--- src/hw/rtl/dfiir_pkg.sv ---
// Types, constants and the control program shared by the direct form I IIR filter.
package dfiir_pkg;

    localparam int DATA_W    = 32;
    localparam int PROD_W    = 2 * DATA_W;
    localparam int ACC_W     = PROD_W + 3;
    localparam int NUM_COEF  = 3;
    localparam int NUM_TAPS  = NUM_COEF - 1;
    localparam int CFG_IDX_W = 3;
    localparam int DIV_STEPS = DATA_W;
    localparam int DIV_CNT_W = $clog2(DIV_STEPS);
    localparam int STEP_W    = 4;

    localparam logic [1:0] KIND_FILTER = 2'd0;
    localparam logic [1:0] KIND_SET    = 2'd1;
    localparam logic [1:0] KIND_SHIFT  = 2'd2;

    localparam logic [CFG_IDX_W-1:0] REG_NUM_COEF_0 = 3'd0;
    localparam logic [CFG_IDX_W-1:0] REG_NUM_COEF_1 = 3'd1;
    localparam logic [CFG_IDX_W-1:0] REG_NUM_COEF_2 = 3'd2;
    localparam logic [CFG_IDX_W-1:0] REG_DEN_COEF_0 = 3'd3;
    localparam logic [CFG_IDX_W-1:0] REG_DEN_COEF_1 = 3'd4;
    localparam logic [CFG_IDX_W-1:0] REG_DEN_COEF_2 = 3'd5;

    localparam logic signed [DATA_W-1:0] COEF_ONE = 32'sh0001_0000;
    localparam logic signed [DATA_W-1:0] DATA_MAX = 32'sh7fff_ffff;
    localparam logic signed [DATA_W-1:0] DATA_MIN = 32'sh8000_0000;

    typedef logic [STEP_W-1:0] step_t;

    localparam step_t STEP_IDLE  = 4'd0;
    localparam step_t STEP_FILT  = 4'd1;
    localparam step_t STEP_MAC1  = 4'd2;
    localparam step_t STEP_MAC2  = 4'd3;
    localparam step_t STEP_MAC3  = 4'd4;
    localparam step_t STEP_MAC4  = 4'd5;
    localparam step_t STEP_MAC5  = 4'd6;
    localparam step_t STEP_LOAD  = 4'd7;
    localparam step_t STEP_DIV   = 4'd8;
    localparam step_t STEP_WB    = 4'd9;
    localparam step_t STEP_DONE  = 4'd10;
    localparam step_t STEP_SET   = 4'd11;
    localparam step_t STEP_SHIFT = 4'd12;

    // Multiplier operand pair
    typedef enum logic [2:0] {
        SRC_NONE,
        SRC_B0_VAL,
        SRC_B1_X0,
        SRC_A1_Y0,
        SRC_B2_X1,
        SRC_A2_Y1
    } src_t;

    typedef enum logic [1:0] {
        ACC_HOLD,
        ACC_CLEAR,
        ACC_ADD,
        ACC_SUB
    } acc_op_t;

    typedef enum logic [1:0] {
        DIV_HOLD,
        DIV_LOAD,
        DIV_STEP
    } div_op_t;

    typedef enum logic [1:0] {
        HIST_HOLD,
        HIST_FILTER,
        HIST_SET,
        HIST_SHIFT
    } hist_op_t;

    typedef enum logic [1:0] {
        JMP_NEXT,
        JMP_ALWAYS,
        JMP_DISPATCH,
        JMP_LOOP
    } jmp_t;

    typedef struct packed {
        src_t     src;
        acc_op_t  acc;
        div_op_t  dv;
        hist_op_t hist;
        logic     ld_item;
        logic     done;
        jmp_t     jmp;
        step_t    target;
    } ctrl_t;

    typedef struct packed {
        ctrl_t word;
        logic  go;
    } seq_out_t;

    typedef struct packed {
        logic [1:0]               kind;
        logic signed [DATA_W-1:0] sample;
    } item_t;

    typedef struct packed {
        logic signed [DATA_W-1:0] filtered;
        logic                     saturated;
        logic                     divide_error;
    } result_t;

    // Control store: one word per step
    function automatic ctrl_t ucode(step_t step);
        ctrl_t w;
        w = '0;
        case (step)
            STEP_IDLE:
            begin
                w.ld_item = 1'b1;
                w.jmp     = JMP_DISPATCH;
            end
            STEP_FILT:
            begin
                w.src = SRC_B0_VAL;
                w.acc = ACC_CLEAR;
            end
            STEP_MAC1:
            begin
                w.src = SRC_B1_X0;
                w.acc = ACC_ADD;
            end
            STEP_MAC2:
            begin
                w.src = SRC_A1_Y0;
                w.acc = ACC_ADD;
            end
            STEP_MAC3:
            begin
                w.src = SRC_B2_X1;
                w.acc = ACC_SUB;
            end
            STEP_MAC4:
            begin
                w.src = SRC_A2_Y1;
                w.acc = ACC_ADD;
            end
            STEP_MAC5:
            begin
                w.acc = ACC_SUB;
            end
            STEP_LOAD:
            begin
                w.dv = DIV_LOAD;
            end
            STEP_DIV:
            begin
                w.dv  = DIV_STEP;
                w.jmp = JMP_LOOP;
            end
            STEP_WB:
            begin
                w.hist = HIST_FILTER;
            end
            STEP_DONE:
            begin
                w.done   = 1'b1;
                w.jmp    = JMP_ALWAYS;
                w.target = STEP_IDLE;
            end
            STEP_SET:
            begin
                w.hist   = HIST_SET;
                w.jmp    = JMP_ALWAYS;
                w.target = STEP_DONE;
            end
            STEP_SHIFT:
            begin
                w.hist   = HIST_SHIFT;
                w.jmp    = JMP_ALWAYS;
                w.target = STEP_DONE;
            end
            default:
            begin
                w.jmp    = JMP_ALWAYS;
                w.target = STEP_IDLE;
            end
        endcase
        return w;
    endfunction

endpackage

--- src/hw/rtl/dfiir_useq.sv ---
// Step counter and branch logic that walks the filter's control program.
module dfiir_useq
    import dfiir_pkg::*;
(
    input  logic       clk,
    input  logic       rst_n,
    input  logic       item_valid,
    input  logic [1:0] item_kind,
    input  logic       out_busy,
    output logic       item_stall,
    output seq_out_t   seq
);

    step_t                pc_reg;
    step_t                pc_next;
    logic [DIV_CNT_W-1:0] cnt_reg;
    logic [DIV_CNT_W-1:0] cnt_next;
    ctrl_t                word;
    logic                 go;

    always_ff @(posedge clk or negedge rst_n)
    begin
        if (!rst_n)
        begin
            pc_reg  <= STEP_IDLE;
            cnt_reg <= '0;
        end
        else
        begin
            pc_reg  <= pc_next;
            cnt_reg <= cnt_next;
        end
    end

    always_comb
    begin
        word     = ucode(pc_reg);
        pc_next  = pc_reg;
        cnt_next = cnt_reg;
        go       = 1'b1;

        // hold the result step until the output register frees up
        if (word.done)
        begin
            go = !out_busy;
        end

        case (word.jmp)
            JMP_NEXT:
            begin
                pc_next = step_t'(pc_reg + 1'b1);
            end
            JMP_ALWAYS:
            begin
                pc_next = word.target;
            end
            JMP_DISPATCH:
            begin
                go = item_valid;
                case (item_kind)
                    KIND_FILTER: pc_next = STEP_FILT;
                    KIND_SET:    pc_next = STEP_SET;
                    KIND_SHIFT:  pc_next = STEP_SHIFT;
                    default:     pc_next = STEP_DONE;
                endcase
            end
            JMP_LOOP:
            begin
                if (cnt_reg != '0)
                begin
                    cnt_next = cnt_reg - 1'b1;
                end
                else
                begin
                    pc_next = step_t'(pc_reg + 1'b1);
                end
            end
            default:
            begin
                pc_next = STEP_IDLE;
            end
        endcase

        if (word.dv == DIV_LOAD)
        begin
            cnt_next = DIV_CNT_W'(DIV_STEPS - 1);
        end

        if (!go)
        begin
            pc_next = pc_reg;
        end

        item_stall = (word.jmp != JMP_DISPATCH);
        seq.word   = word;
        seq.go     = go;
    end

endmodule

--- src/hw/rtl/dfiir_dpath.sv ---
// Coefficients, histories, multiply-accumulate and serial divider of the filter.
module dfiir_dpath
    import dfiir_pkg::*;
#(
    parameter int ORDER = 2
)
(
    input  logic                     clk,
    input  logic                     rst_n,
    input  seq_out_t                 seq,
    input  logic signed [DATA_W-1:0] item_sample,
    input  logic                     cfg_we,
    input  logic [CFG_IDX_W-1:0]     cfg_index,
    input  logic [DATA_W-1:0]        cfg_data,
    output result_t                  result
);

    logic signed [DATA_W-1:0] num_coef_reg [NUM_COEF];
    logic signed [DATA_W-1:0] den_coef_reg [NUM_COEF];
    logic signed [DATA_W-1:0] in_hist_reg  [ORDER];
    logic signed [DATA_W-1:0] out_hist_reg [ORDER];
    logic signed [DATA_W-1:0] x_tap        [NUM_TAPS];
    logic signed [DATA_W-1:0] y_tap        [NUM_TAPS];

    logic signed [DATA_W-1:0] val_reg;
    logic signed [PROD_W-1:0] prod_reg;
    logic signed [PROD_W-1:0] prod_next;
    logic signed [ACC_W-1:0]  acc_reg;
    logic signed [ACC_W-1:0]  prod_ext;
    logic [DATA_W-1:0]        rem_reg;
    logic [DATA_W-1:0]        quo_reg;
    logic [DATA_W-1:0]        dvsr_reg;
    logic                     neg_reg;
    logic                     ovf_reg;
    logic                     sat_reg;
    logic                     derr_reg;

    logic signed [DATA_W-1:0] mul_a;
    logic signed [DATA_W-1:0] mul_b;

    logic                     acc_neg;
    logic                     acc_big;
    logic [ACC_W-1:0]         acc_mag;
    logic [DATA_W-1:0]        a0_mag;
    logic                     load_ovf;

    logic [DATA_W:0]          div_trial;
    logic [DATA_W:0]          div_diff;
    logic                     div_ge;

    logic signed [DATA_W-1:0] y_val;
    logic                     y_sat;

    logic signed [DATA_W-1:0] in_add   [ORDER];
    logic signed [DATA_W-1:0] out_add  [ORDER];
    logic                     add_sat;
    logic                     exec;

    assign exec = seq.go;

    // Taps beyond the history depth read as zero
    for (genvar g = 0; g < NUM_TAPS; g++)
    begin : g_tap
        if (g < ORDER)
        begin : g_on
            assign x_tap[g] = in_hist_reg[g];
            assign y_tap[g] = out_hist_reg[g];
        end
        else
        begin : g_off
            assign x_tap[g] = '0;
            assign y_tap[g] = '0;
        end
    end

    always_comb
    begin
        case (seq.word.src)
            SRC_B0_VAL:
            begin
                mul_a = num_coef_reg[0];
                mul_b = val_reg;
            end
            SRC_B1_X0:
            begin
                mul_a = num_coef_reg[1];
                mul_b = x_tap[0];
            end
            SRC_A1_Y0:
            begin
                mul_a = den_coef_reg[1];
                mul_b = y_tap[0];
            end
            SRC_B2_X1:
            begin
                mul_a = num_coef_reg[2];
                mul_b = x_tap[1];
            end
            SRC_A2_Y1:
            begin
                mul_a = den_coef_reg[2];
                mul_b = y_tap[1];
            end
            default:
            begin
                mul_a = '0;
                mul_b = '0;
            end
        endcase
    end

    assign prod_next = mul_a * mul_b;
    assign prod_ext  = {{(ACC_W - PROD_W){prod_reg[PROD_W-1]}}, prod_reg};

    // Divider setup: magnitudes, sign of the quotient and early overflow
    always_comb
    begin
        acc_neg  = acc_reg[ACC_W-1];
        acc_big  = !((&acc_reg[ACC_W-1:PROD_W-1]) || !(|acc_reg[ACC_W-1:PROD_W-1]));
        acc_mag  = acc_neg ? ACC_W'(-acc_reg) : ACC_W'(acc_reg);
        a0_mag   = den_coef_reg[0][DATA_W-1] ? DATA_W'(-den_coef_reg[0])
                                             : DATA_W'(den_coef_reg[0]);
        // quotient reaches 2^32 when the high half is not below the divisor
        load_ovf = acc_big || (acc_mag[PROD_W-1:DATA_W] >= a0_mag);
    end

    always_comb
    begin
        div_trial = {rem_reg, quo_reg[DATA_W-1]};
        div_diff  = div_trial - {1'b0, dvsr_reg};
        div_ge    = (div_trial >= {1'b0, dvsr_reg});
    end

    // Sign and clamp the quotient; zero on a divide error
    always_comb
    begin
        y_val = '0;
        y_sat = 1'b0;
        if (derr_reg)
        begin
            y_val = '0;
        end
        else if (ovf_reg)
        begin
            y_sat = 1'b1;
            y_val = neg_reg ? DATA_MIN : DATA_MAX;
        end
        else if (neg_reg)
        begin
            if (quo_reg > DATA_W'(DATA_MIN))
            begin
                y_sat = 1'b1;
                y_val = DATA_MIN;
            end
            else
            begin
                y_val = DATA_W'(-quo_reg);
            end
        end
        else if (quo_reg[DATA_W-1])
        begin
            y_sat = 1'b1;
            y_val = DATA_MAX;
        end
        else
        begin
            y_val = quo_reg;
        end
    end

    function automatic logic [DATA_W:0] clamp_add(logic signed [DATA_W-1:0] h,
                                                  logic signed [DATA_W-1:0] v);
        logic [DATA_W:0] s;
        s = {h[DATA_W-1], h} + {v[DATA_W-1], v};
        if (s[DATA_W] != s[DATA_W-1])
        begin
            return {1'b1, (s[DATA_W] ? DATA_MIN : DATA_MAX)};
        end
        return {1'b0, s[DATA_W-1:0]};
    endfunction

    always_comb
    begin
        logic [DATA_W:0] r;
        add_sat = 1'b0;
        for (int i = 0; i < ORDER; i++)
        begin
            r          = clamp_add(in_hist_reg[i], val_reg);
            in_add[i]  = r[DATA_W-1:0];
            add_sat    = add_sat | r[DATA_W];
            r          = clamp_add(out_hist_reg[i], val_reg);
            out_add[i] = r[DATA_W-1:0];
            add_sat    = add_sat | r[DATA_W];
        end
    end

    // Configuration registers
    always_ff @(posedge clk or negedge rst_n)
    begin
        if (!rst_n)
        begin
            num_coef_reg[0] <= COEF_ONE;
            num_coef_reg[1] <= '0;
            num_coef_reg[2] <= '0;
            den_coef_reg[0] <= COEF_ONE;
            den_coef_reg[1] <= '0;
            den_coef_reg[2] <= '0;
        end
        else if (cfg_we)
        begin
            case (cfg_index)
                REG_NUM_COEF_0: num_coef_reg[0] <= cfg_data;
                REG_NUM_COEF_1: num_coef_reg[1] <= cfg_data;
                REG_NUM_COEF_2: num_coef_reg[2] <= cfg_data;
                REG_DEN_COEF_0: den_coef_reg[0] <= cfg_data;
                REG_DEN_COEF_1: den_coef_reg[1] <= cfg_data;
                REG_DEN_COEF_2: den_coef_reg[2] <= cfg_data;
                default:        ;
            endcase
        end
    end

    // Histories and flags
    always_ff @(posedge clk or negedge rst_n)
    begin
        if (!rst_n)
        begin
            for (int i = 0; i < ORDER; i++)
            begin
                in_hist_reg[i]  <= '0;
                out_hist_reg[i] <= '0;
            end
            sat_reg  <= 1'b0;
            derr_reg <= 1'b0;
        end
        else if (exec)
        begin
            if (seq.word.ld_item)
            begin
                sat_reg  <= 1'b0;
                derr_reg <= 1'b0;
            end
            if (seq.word.dv == DIV_LOAD)
            begin
                derr_reg <= (den_coef_reg[0] == '0);
            end
            case (seq.word.hist)
                HIST_FILTER:
                begin
                    for (int i = ORDER - 1; i > 0; i--)
                    begin
                        in_hist_reg[i]  <= in_hist_reg[i-1];
                        out_hist_reg[i] <= out_hist_reg[i-1];
                    end
                    in_hist_reg[0]  <= val_reg;
                    out_hist_reg[0] <= y_val;
                    sat_reg         <= y_sat;
                end
                HIST_SET:
                begin
                    for (int i = 0; i < ORDER; i++)
                    begin
                        in_hist_reg[i]  <= val_reg;
                        out_hist_reg[i] <= val_reg;
                    end
                end
                HIST_SHIFT:
                begin
                    for (int i = 0; i < ORDER; i++)
                    begin
                        in_hist_reg[i]  <= in_add[i];
                        out_hist_reg[i] <= out_add[i];
                    end
                    sat_reg <= add_sat;
                end
                default: ;
            endcase
        end
    end

    // Arithmetic working registers
    always_ff @(posedge clk)
    begin
        if (exec)
        begin
            if (seq.word.ld_item)
            begin
                val_reg <= item_sample;
            end
            prod_reg <= prod_next;
            case (seq.word.acc)
                ACC_CLEAR: acc_reg <= '0;
                ACC_ADD:   acc_reg <= acc_reg + prod_ext;
                ACC_SUB:   acc_reg <= acc_reg - prod_ext;
                default:   ;
            endcase
            case (seq.word.dv)
                DIV_LOAD:
                begin
                    rem_reg  <= acc_mag[PROD_W-1:DATA_W];
                    quo_reg  <= acc_mag[DATA_W-1:0];
                    dvsr_reg <= a0_mag;
                    neg_reg  <= acc_neg ^ den_coef_reg[0][DATA_W-1];
                    ovf_reg  <= load_ovf;
                end
                DIV_STEP:
                begin
                    // one quotient bit per step
                    rem_reg <= div_ge ? div_diff[DATA_W-1:0] : div_trial[DATA_W-1:0];
                    quo_reg <= {quo_reg[DATA_W-2:0], div_ge};
                end
                default: ;
            endcase
        end
    end

    assign result.filtered     = out_hist_reg[0];
    assign result.saturated    = sat_reg;
    assign result.divide_error = derr_reg;

endmodule

--- src/hw/rtl/direct_form_iir_filter_top.sv ---
// Direct form I IIR filter top level: sequencer, datapath and result register.
//
// Second-order direct form I IIR filter on signed Q16.16 samples, run by a
// small control program over one shared 32x32 multiplier and a bit-serial
// divider. For a filter item, five products are accumulated exactly, then
// the sum is divided by a0 one quotient bit per cycle, and the result is
// loaded into the output register. The next item is accepted the cycle
// after a result is loaded, while that result may still wait on the output.
// Coefficient writes go straight to the registers; the user must make them
// only while the block idles, as the block itself does not enforce this.
module direct_form_iir_filter_top
    import dfiir_pkg::*;
#(
    parameter int ORDER = 2
)
(
    input  logic                 clk,
    input  logic                 rst_n,
    input  logic                 item_valid,
    output logic                 item_stall,
    input  item_t                item,
    output logic                 result_valid,
    input  logic                 result_stall,
    output result_t              result,
    input  logic                 cfg_we,
    input  logic [CFG_IDX_W-1:0] cfg_index,
    input  logic [DATA_W-1:0]    cfg_data
);

    seq_out_t seq;
    result_t  dp_result;
    result_t  result_reg;
    logic     result_valid_reg;
    logic     out_busy;

    assign out_busy = result_valid_reg && result_stall;

    dfiir_useq u_useq (
        .clk        (clk),
        .rst_n      (rst_n),
        .item_valid (item_valid),
        .item_kind  (item.kind),
        .out_busy   (out_busy),
        .item_stall (item_stall),
        .seq        (seq)
    );

    dfiir_dpath #(
        .ORDER (ORDER)
    ) u_dpath (
        .clk         (clk),
        .rst_n       (rst_n),
        .seq         (seq),
        .item_sample (item.sample),
        .cfg_we      (cfg_we),
        .cfg_index   (cfg_index),
        .cfg_data    (cfg_data),
        .result      (dp_result)
    );

    always_ff @(posedge clk or negedge rst_n)
    begin
        if (!rst_n)
        begin
            result_valid_reg <= 1'b0;
        end
        else if (seq.go && seq.word.done)
        begin
            result_valid_reg <= 1'b1;
        end
        else if (!result_stall)
        begin
            result_valid_reg <= 1'b0;
        end
    end

    always_ff @(posedge clk)
    begin
        if (seq.go && seq.word.done)
        begin
            result_reg <= dp_result;
        end
    end

    assign result_valid = result_valid_reg;
    assign result       = result_reg;

endmodule
--- config.mk ---
export PLATFORM = sky130hd
export DESIGN_NAME = direct_form_iir_filter_top
export DESIGN_NICKNAME = d
export VERILOG_FILES = /design/src/hw/rtl/dfiir_pkg.sv /design/src/hw/rtl/dfiir_useq.sv /design/src/hw/rtl/dfiir_dpath.sv /design/src/hw/rtl/direct_form_iir_filter_top.sv
export SDC_FILE = /design/constraint.sdc
export NUM_CORES = 2
export LEC_CHECK = 0
export BUFFER_PORTS_ARGS = -buffer_cell sky130_fd_sc_hd__buf_2
export CAP_MARGIN = 10
export CORE_MARGIN = 4
export CORE_UTILIZATION = 67
export CTS_BUF_LIST = sky130_fd_sc_hd__clkbuf_4
export DETAILED_ROUTE_END_ITERATION = 8
export GPL_ROUTABILITY_DRIVEN = 1
export HOLD_SLACK_MARGIN = 0.15
export PLACE_DENSITY = 0.84
export SETUP_SLACK_MARGIN = 0.4
export SYNTH_ARGS = -nofsm -noshare
export SYNTH_HDL_FRONTEND = slang
export SYNTH_SLANG_ARGS = --single-unit
--- constraint.sdc ---
create_clock -name clk -period 13.3 [get_ports clk]
set_input_delay 2.66 -clock clk [delete_from_list [all_inputs] [get_ports clk]]
set_output_delay 2.66 -clock clk [all_outputs]
set_load 0.1 [all_outputs]
==> flow_summary.ini <==
[final_layout]
num-nets-final = 10200
design_area_um2 = 83500
regArea_um2 = 17200
fill_cells = 8603
finalNonFillerCells = 10200
area_delta_synth_final_pct = 6.10
drive_gt1_frac = 0.0969
multiInputGateArea_um2 = 56100

[clock_tree]
clock_latency_ps = 1190
cts.sinks = 627
cts.clk_slew.worst_paths_ps = 70
cts.path.max_buffers = 3
cts_tree = done
cts_root_buf = clkbuf_4
post_cts_buffers = 0
cts_resized = 0
cts_made_buffers = 158
cts_max_level = 4
postCtsHoldBufs = 0

[placed_design]
placed_cell_area_um2 = 81300
dp_hpwl_um = 198000
dpl.cell_count = 9919
io_buffers = 109
gp_congestion = 1.08

[outcome]
violations = slew limit
outcome = finished with violations

[routing]
drt_iter0_drc = 8676
drt-pass1-iter-count = 8
ant_nets = 0
finalWirelength_um = 259000
via_count = 67500
vias_per_cell = 6.60
wire_per_inst_um = 25.3
drc = 0

[logic_synthesis]
yosysMostFrequentCell = inv_1
synth_ff_type = dfrtp_1
yosysWarnings = 0
synthDistinctLibCells = 99
synth.largest_area_cell = fa_1
synth.area.top_cells = fa_1, edfxtp_1, dfrtp_1
synth-async-reset-ratio = 0.530
synth_edf_count = 295
synth_area_um2 = 78700
ys_seq_area_frac = 0.218
yosys-top-cells-count = inv_1, fa_1, nand2_1
synth.top_cell.area_share = 0.277
syn_area_per_cell_um2 = 9.21
synth_seq_cells = 627
synth_cells = 8543
syn-num-nets = 10200

[setup_path]
crit_type = flop to flop
critPathRequiredTime_ps = 14190
slowest_delay_ps = 1110
cp-start-kind = flop
cp_common_cell = fa_1
endpoint_kind = flop
arrival_ps = 12160
worst_path_max_delay_cell = a221oi_2
crit_fanout = 49

[floorplanning]
rows = 125
die_w_um = 351
dieArea_um2 = 123000
dieHeight_um = 351
initial_core_util = 0.676
ioPinCount = 110
core_area_um2 = 116000

[timing]
setup_tns_ps = 0
clock.fmax_mhz = 88.7
period_minus_slack_ps = 11270
rsz0062_at_grt = no
drv_slew = 10
relSlewSlack = -0.0223
tightest_slew_ps = 1530
hold_viol_final = 0
period_share = 0.847
setup_viol = 0
finalClockSkew_ps = 117
hold_ws_ps = 510

[grt]
grt_pass1_wl_um = 397000
grt_max_degree = 156
antenna_found_initial = 15
grt_overflow = 0
first_global_vias = 68700
track_usage = 0.426

[job]
drv_cap = 0

[min_path]
min_path_type = flop to flop
-- path summary, 6_finish.rpt --
path,from,end,slack (ps),depth (start not counted)
min in group asynchronous,rst_n,u_dpath.out_hist_reg[24],1600,1
setup / recovery,u_useq.pc_reg[3],u_dpath.prod_reg[62],2030,30
max in group asynchronous,rst_n,u_dpath.num_coef_reg[55],9940,2
hold / removal,u_dpath.den_coef_reg[4],u_dpath.den_coef_reg[4],510,1
setup reg to reg,u_useq.pc_reg[3],u_dpath.prod_reg[62],2030,30
hold reg to reg,u_dpath.den_coef_reg[4],u_dpath.den_coef_reg[4],510,1
-- placed cells by master (no fill, tap or decap), types with 241 or more instances in the layout --
cell and count:
ha_1 460, nand2_1 955, inv_1 1184, a21oi_1 445
dfrtp_1 330, o21ai_0 300, nor2_1 920, edfxtp_1 295
fa_1 1088, clkbuf_4 241, xnor2_1 246
-- critical path: cells and delay by family, from the launching register on --
| kind | cells | cell delay (ps) |
|---|---|---|
| fa+ha+maj | 9 | 4880 |
| compound gates | 5 | 2280 |
| buf+inv | 7 | 1530 |
| simple gates | 9 | 1520 |
| flops | 1 | 740 |
-- cell type report --
type | instances | area share
antenna | 14 | 0.000420
clock buffer | 241 | 0.0217
clock inverter | 49 | 0.00396
inverter | 1187 | 0.0534
multi-input combinational | 6332 | 0.672
sequential | 627 | 0.206
tap | 1524 | 0.0228
timing repair buffer | 249 | 0.0198
-- per-stage QoR --
stage          setup slack (ps)   util
2_1_floorplan              3740      -
3_3_place_gp               2400  0.699
3_5_place_dp               2370  0.699
4_1_cts                    2300  0.717
5_1_grt                    1700  0.717
6_report                   2030  0.717
-- kinds of logic (layout without fill, tap and decap cells) --
| family | after synthesis | count (layout) | synth area share |
|---|---|---|---|
| multiplexers | 233 | 233 | 0.0328 |
| AO/OA/AOI/OAI | 1674 | 1674 | 0.141 |
| other | 0 | 14 | 0 |
| flip-flops | 627 | 627 | 0.218 |
| AND/OR/NAND/NOR | 2462 | 2462 | 0.136 |
| buffers and inverters | 1584 | 1726 | 0.0760 |
| adder cells (fa/ha/maj) | 1550 | 1550 | 0.350 |
| XOR/XNOR | 413 | 413 | 0.0460 |
-- per-layer routing --
| layer | routed length (um) | part of all wire | up-vias | global-route usage |
|---|---|---|---|---|
| met4 | 19200 | 0.074 | 12 | 0.248 |
| met1 | 91400 | 0.35 | 33000 | 0.547 |
| met2 | 111000 | 0.43 | 4763 | 0.633 |
| li1 | - | - | 28500 | - |
| met5 | 91 | 0.00035 | - | 0 |
| met3 | 37400 | 0.14 | 1196 | 0.143 |
Power is not shown: default switching activity piles up to over one toggle a cycle in this logic, so the estimate is an artifact.
